[config.mk]
export PLATFORM = sky130hd
export DESIGN_NAME = cobs_ctrl
export DESIGN_NICKNAME = d
export VERILOG_FILES = /design/src/rtl/cobs_pkg.sv /design/src/rtl/cobs_ctrl.sv
export SDC_FILE = /design/constraint.sdc
export NUM_CORES = 1
export LEC_CHECK = 0
export BUFFER_PORTS_ARGS = -buffer_cell sky130_fd_sc_hd__buf_2
export CAP_MARGIN = 20
export CORE_MARGIN = 5
export CORE_UTILIZATION = 30
export DETAILED_ROUTE_END_ITERATION = 6
export HOLD_SLACK_MARGIN = 0.02
export SYNTH_ARGS = -nofsm -noshare
export SYNTH_HDL_FRONTEND = slang
export SYNTH_SLANG_ARGS = --single-unit
[constraint.sdc]
create_clock -name clk -period 2.1 [get_ports clk]
set_clock_uncertainty 0.2 [all_clocks]
set_input_delay 0.105 -clock clk [delete_from_list [all_inputs] [get_ports clk]]
set_output_delay 0.105 -clock clk [all_outputs]
set_load 0.03 [all_outputs]
[src/rtl/cobs_pkg.sv]
// ----------------------------------------------------------------------------
// cobs_pkg
// Shared types and constants for the chroma transposition-index similarity
// core: frame geometry, arithmetic widths, word types and the command and
// status bundles between the controller and the datapath.
// ----------------------------------------------------------------------------
package cobs_pkg;

	localparam int NUM_BINS   = 12;
	localparam int BIN_BITS   = 16;
	localparam int SHIFT_W    = 4;
	localparam int BIN_IDX_W  = $clog2(NUM_BINS);
	localparam int PROD_W     = 2 * BIN_BITS;
	localparam int GROUP      = 4;
	localparam int NUM_GROUPS = (NUM_BINS + GROUP - 1) / GROUP;
	localparam int GSUM_W     = PROD_W + $clog2(GROUP);
	localparam int SUM_W      = PROD_W + $clog2(NUM_BINS);

	localparam logic [SHIFT_W-1:0]   SHIFT_COUNT_RESET = SHIFT_W'(12);
	localparam logic [SHIFT_W-1:0]   MATCH_MAX_SHIFT   = SHIFT_W'(1);
	localparam logic [BIN_IDX_W-1:0] LAST_BIN          = BIN_IDX_W'(NUM_BINS - 1);

	typedef logic [BIN_BITS-1:0] bin_t;

	typedef struct packed {
		logic [15:0] query_bin;
		logic [15:0] reference_bin;
	} cobs_in_t;

	typedef struct packed {
		logic              match;
		logic [SHIFT_W-1:0] best_shift;
	} cobs_out_t;

	typedef struct packed {
		logic                 load_en;
		logic [BIN_IDX_W-1:0] bin_idx;
		logic                 eval_issue;
		logic                 eval_first;
		logic                 eval_last;
		logic [SHIFT_W-1:0]   shift_idx;
		logic                 out_load;
	} cobs_cmd_t;

	typedef struct packed {
		logic eval_done;
	} cobs_sts_t;

	typedef enum logic [3:0] {
		ST_LOAD   = 4'b0001,
		ST_EVAL   = 4'b0010,
		ST_DRAIN  = 4'b0100,
		ST_FINISH = 4'b1000
	} cobs_state_t;

endpackage

[src/rtl/cobs_ctrl.sv]
// ----------------------------------------------------------------------------
// cobs_ctrl
// Controller: counts loaded bins, issues one shift per cycle to the datapath,
// waits for the product pipeline to drain and hands the result to the output
// register. Also holds the shift count register.
// ----------------------------------------------------------------------------
module cobs_ctrl
	import cobs_pkg::*;
(
	input  logic               clk,
	input  logic               arst_n,
	input  logic               in_valid,
	output logic               in_ready,
	output logic               out_valid,
	input  logic               out_ready,
	input  logic               cfg_wr_en,
	input  logic [SHIFT_W-1:0] cfg_wr_data,
	output cobs_cmd_t          cmd,
	input  cobs_sts_t          sts
);

	cobs_state_t          state_q, state_d;
	logic [BIN_IDX_W-1:0] bin_cnt_q;
	logic [SHIFT_W-1:0]   shift_q;
	logic [SHIFT_W-1:0]   shift_count_q;
	logic                 out_valid_q;
	logic                 accept;
	logic                 out_free;

	assign in_ready  = (state_q == ST_LOAD);
	assign accept    = in_valid && in_ready;
	assign out_free  = !out_valid_q || out_ready;
	assign out_valid = out_valid_q;

	always_comb begin
		cmd.load_en    = accept;
		cmd.bin_idx    = bin_cnt_q;
		cmd.eval_issue = (state_q == ST_EVAL);
		cmd.eval_first = (shift_q == '0);
		cmd.eval_last  = (shift_q == shift_count_q);
		cmd.shift_idx  = shift_q;
		cmd.out_load   = (state_q == ST_FINISH) && out_free;
	end

	always_comb begin
		state_d = state_q;
		case (state_q)
			ST_LOAD: begin
				if (accept && (bin_cnt_q == LAST_BIN)) state_d = ST_EVAL;
			end
			ST_EVAL: begin
				if (cmd.eval_last) state_d = ST_DRAIN;
			end
			ST_DRAIN: begin
				if (sts.eval_done) state_d = ST_FINISH;
			end
			ST_FINISH: begin
				if (out_free) state_d = ST_LOAD;
			end
			default: state_d = ST_LOAD;
		endcase
	end

	always_ff @(posedge clk or negedge arst_n) begin
		if (!arst_n) begin
			state_q       <= ST_LOAD;
			bin_cnt_q     <= '0;
			shift_q       <= '0;
			shift_count_q <= SHIFT_COUNT_RESET;
			out_valid_q   <= 1'b0;
		end else begin
			state_q <= state_d;
			if (cfg_wr_en) shift_count_q <= cfg_wr_data;
			if (accept) begin
				bin_cnt_q <= (bin_cnt_q == LAST_BIN) ? '0 : bin_cnt_q + 1'b1;
			end
			if (state_q == ST_EVAL) shift_q <= shift_q + 1'b1;
			else shift_q <= '0;
			if (cmd.out_load) out_valid_q <= 1'b1;
			else if (out_ready) out_valid_q <= 1'b0;
		end
	end

	// The pipeline may only report completion while the controller waits for it.
	a_done_in_drain: assert property (@(posedge clk) disable iff (!arst_n)
		sts.eval_done |-> state_q == ST_DRAIN)
		else $error("evaluation finished outside drain");

	// Evaluation starts only after a complete frame pair, so the bin count is back at zero.
	a_eval_after_full_frame: assert property (@(posedge clk) disable iff (!arst_n)
		state_q == ST_EVAL |-> bin_cnt_q == '0)
		else $error("evaluation with a partial frame");

	// A new result word is only posted from the finish step.
	a_result_from_finish: assert property (@(posedge clk) disable iff (!arst_n)
		$rose(out_valid_q) |-> $past(state_q) == ST_FINISH)
		else $error("result posted outside finish");

endmodule

### Word level (Yosys, flattened, before mapping)

Index checks and enable logic that the tools add are counted.

| word-level totals | value |
|---|---|
| logic and storage cells | 34 |
| input bits | 10 |
| bits in registers | 17 |
| output and inout port bits | 15 |

| operators by class | value |
|---|---|
| reductions and logical operators | 8 |
| add/sub/neg operators | 2 |
| multiplexer cells | 9 |
| equality and inequality tests | 10 |

Operators by type and width:

| kind | count |
|---|---|
| 2-to-1 mux 4 bit | 6 |
| one-hot mux 4 bit (4 select lines) | 1 |
| adder 4 x 1 -> 4 bit, second input constant | 2 |
| == test 4 bit, second input constant | 2 |
| inequality test 2 bit, second input constant | 3 |
| == test 4 x 1 -> 1 bit, second input constant | 1 |
| == test 4 x 2 -> 1 bit, second input constant | 1 |
| == test 4 x 3 -> 1 bit, second input constant | 1 |
| == test 4 bit | 1 |
| zero test 4 bit | 1 |
| AND reduction 4 bit | 1 |
| logical AND 1 bit | 3 |
| 2-to-1 mux 1 bit | 2 |
| inequality test 2 x 1 -> 1 bit, second input constant | 1 |
| nonzero test 2 bit | 1 |
| zero test 1 bit | 1 |
| logical OR 1 bit | 1 |

### Logic depth before layout (Yosys ltp)

| depth | value |
|---|---|
| word-level depth | 5 |
| gate-level depth with buffers | 5 |
| gate-level depth less buffers | 4 |

### Worst setup path before layout

OpenSTA, ideal clock, no wires.

| path | value |
|---|---|
| path type | reg2out |
| start | reg state_q[2] |
| end | out cmd[0] (netlist bit) |
| data required time | 1.795 ns |
| slack | -0.389 ns |
| stages on the path, launching flop included | 3 |
| data arrival time | 2.184 ns |
| path buffers | 0 |
| cells stage by stage | dfrtp_1 nand2b_1 a2111oi_0 |

RTL lines:

| what | RTL line | source |
|---|---|---|
| start: declaration | cobs_ctrl.sv:22 | `cobs_state_t state_q, state_d;` |
| start signal: assignment | cobs_ctrl.sv:72 | `state_q <= state_d;` |
| end: declaration | cobs_ctrl.sv:18 | `output cobs_cmd_t cmd,` |

==> flow_summary.json <==
{
  "yosysSeqAreaShare_pct": 49.1,
  "dr.first_iter.drc_count": 42,
  "synthXorXnorAreaFrac_pct": 7.01,
  "rsz0062_at_grt": "false",
  "die-area_um2": 4100,
  "initial_core_util_pct": 31.4,
  "synthTopCellsByArea": "dfrtp_1 (40%), dfstp_2 (9.0%), mux2_2 (6.4%), xor2_1 (5.0%), ha_1 (4.3%)",
  "dp.cells": 126,
  "internal_power_mw": 0.609,
  "fin_cells": 143,
  "dieHeight_um": 64.0,
  "synth_seq_cells": 17,
  "antenna_found_initial": 0,
  "worstMarginPinSlew_ns": 0.394,
  "ios": 25,
  "synthAdderAreaFrac_pct": 4.29,
  "grt_pass1_vias": 748,
  "fillers": 260,
  "tritoncts": "done",
  "synth_mux_area_share_pct": 7.58,
  "crit_type": "register to output port",
  "grt_overflow": 0,
  "totalPowerFinal_mw": 0.967,
  "r2r_slack_ns": 0.32,
  "hold_viol": 0,
  "worstSetupStartpointType": "register",
  "die-width_um": 64.0,
  "timing.slew.headroom_pct": 73.5,
  "gp_congestion": 0.738,
  "power.density_nw_per_um2": 823,
  "cp-end-kind": "output port",
  "clock_latency_ns": 0.28,
  "yosys.area_share.simple_pct": 16.5,
  "wire_per_inst_um": 13.8,
  "seqPwrFrac_pct": 46.0,
  "fmax_ghz": 0.499,
  "synthesis.nets": 87,
  "synth_compound_area_share_pct": 10.3,
  "detailed_place_hpwl_um": 1390,
  "layout.nets": 126,
  "cp.arrival_ns": 1.70,
  "cts_root_buf": "clkbuf_4",
  "period_share_pct": 95.4,
  "clock_path_buffers": 2,
  "vias": 696,
  "ant_nets": 0,
  "yosys.area.top_type": "dfrtp_1",
  "dpl-instance-area_um2": 1020,
  "drv_slew": 0,
  "drcViolationCount": 0,
  "grt_pass1_wl_um": 3330,
  "path_max_fanout": 7,
  "first_pass_iters": 4,
  "final_cell_mix": "buf_2 (24), dfrtp_1 (14), dlygate4sd3_1 (12), inv_1 (6)",
  "hold_slack_ns": 0.0706,
  "maxCapViolCount": 0,
  "rr_worst_depth": 4,
  "track_usage_pct": 10.0,
  "synth_edf_count": 0,
  "n_antenna_cell": 0,
  "drive_above_1_share_pct": 37.5,
  "r2r_end": "bin_cnt_q[3]",
  "p_comb_share_pct": 36.2,
  "htreeDepth": 1,
  "finalInstanceArea_um2": 1170,
  "min_path_type": "input pin to async pin",
  "grt_max_degree": 18,
  "required_ns": 1.79,
  "finalSetupViolations": 0,
  "drt-total-wl_um": 1970,
  "synth_warnings": 0,
  "synth_top_area_share_pct": 40.1,
  "cts.sinks": 17,
  "p_leak_nw": 0.566,
  "switching_share_pct": 37.0,
  "clk_pin_slew_ns": 0.10,
  "row_count": 19,
  "portBuffers": 24,
  "seqCellArea_um2": 429,
  "viasPerCell": 4.87,
  "async_flop_share_pct": 100,
  "synth_cell_types": 35,
  "period_needed_ns": 2.00,
  "synth_top_family_by_area": "simple AND/OR/NAND/NOR gates",
  "power_switching_mw": 0.357,
  "outcome": "complete, no violations",
  "synth_cells": 74,
  "cts_made_buffers": 3,
  "syn_area_per_cell_um2": 11.8,
  "core_area_um2": 2780,
  "layout_commonest_cell": "buf_2",
  "peakVddDrop_uv": 494,
  "synthesis.area_um2": 875,
  "area_delta_synth_final_pct": 34.3,
  "clkPwrFrac_pct": 17.8,
  "multi_input_area_um2": 407,
  "cts_resized": 0,
  "r2r_start": "state_q[0]",
  "yosys_most_used_dff": "dfrtp_1"
}
through the flow:
step	setup slack [ns]	util (%)	TNS [ns]
2_1_floorplan	-0.00573	-	-0.00573
3_3_place_gp	0.314	36.7	0
3_5_place_dp	0.252	36.7	0
4_1_cts	0.0636	42.0	0
5_1_grt	0.0162	42.2	0
6_report	0.0967	42.2	0
cell families after synthesis:
group	after synthesis
AND/OR/NAND/NOR	20
XOR/XNOR	7
adder cells (fa/ha/maj)	3
multiplexers	6
flip-flops	17
AO/OA/AOI/OAI	11
buffers and inverters	10
Yosys cell counts, types with 2 or more instances:
library cell and n:
nand2_1 2, o22a_1 2, xor2_1 5, mux2_2 5, ha_1 3, xnor2_1 2, nand3_1 2, dfstp_2 3
nand3b_1 2, inv_1 6, nor2_1 4, dfrtp_1 14, buf_4 2
worst max-delay path by stage:
stage                     from           end  slack [ns]
finish              state_q[3]        cmd[7]         0.1
CTS                 state_q[0]       cmd[12]        0.06
global route        state_q[1]        cmd[7]        0.02
floorplan           state_q[2]        cmd[0]      -0.006
global placement    state_q[0]  bin_cnt_q[1]        0.31
detailed placement  state_q[0]  bin_cnt_q[1]        0.25
per-layer routing:
layer,up-vias,track usage (%),routed length (µm)
met5,-,0,0
met4,0,4.68,27
li1,338,-,-
met2,16,17.7,993
met1,340,11.8,873
met3,2,1.40,73
power by group through the flow:
stage	registers [mW]	logic, mW	clock network, mW
final	0.445	0.350	0.172
after global routing	0.457	0.382	0.197
after CTS	0.446	0.348	0.178
after detailed placement	0.450	0.325	0
after global placement	0.445	0.322	0
after floorplan	0.507	0.173	0
cell type report:
| cell class | instances | area share [%] |
|---|---|---|
| flip-flops and latches | 17 | 36.5 |
| clock buffers | 4 | 2.24 |
| multi-input cells | 47 | 34.6 |
| inverters | 7 | 2.24 |
| well taps | 31 | 3.30 |
| repair buffers | 37 | 21.1 |
state kept, by name (all words and copies together), names as in the netlist:
signal,count
out_valid,1
bin_cnt_q,4
state_q,4
shift_q,4
shift_count_q,4
timing repair:
| item | 4_1_cts | 5_1_grt |
|---|---|---|
| hold buffers | 12 | 0 |
| setup buffers | 0 | 1 |
| setup endpoints to repair | 0 | 1 |
| hold endpoints to repair | 27 | 0 |
worst max-delay path: stages, from the launching register on:
cell     delay, ns
dfrtp_1       0.48
or4b_4        0.61
inv_1         0.12
buf_2         0.20
Note: power is estimated with default switching activity, not from simulation.
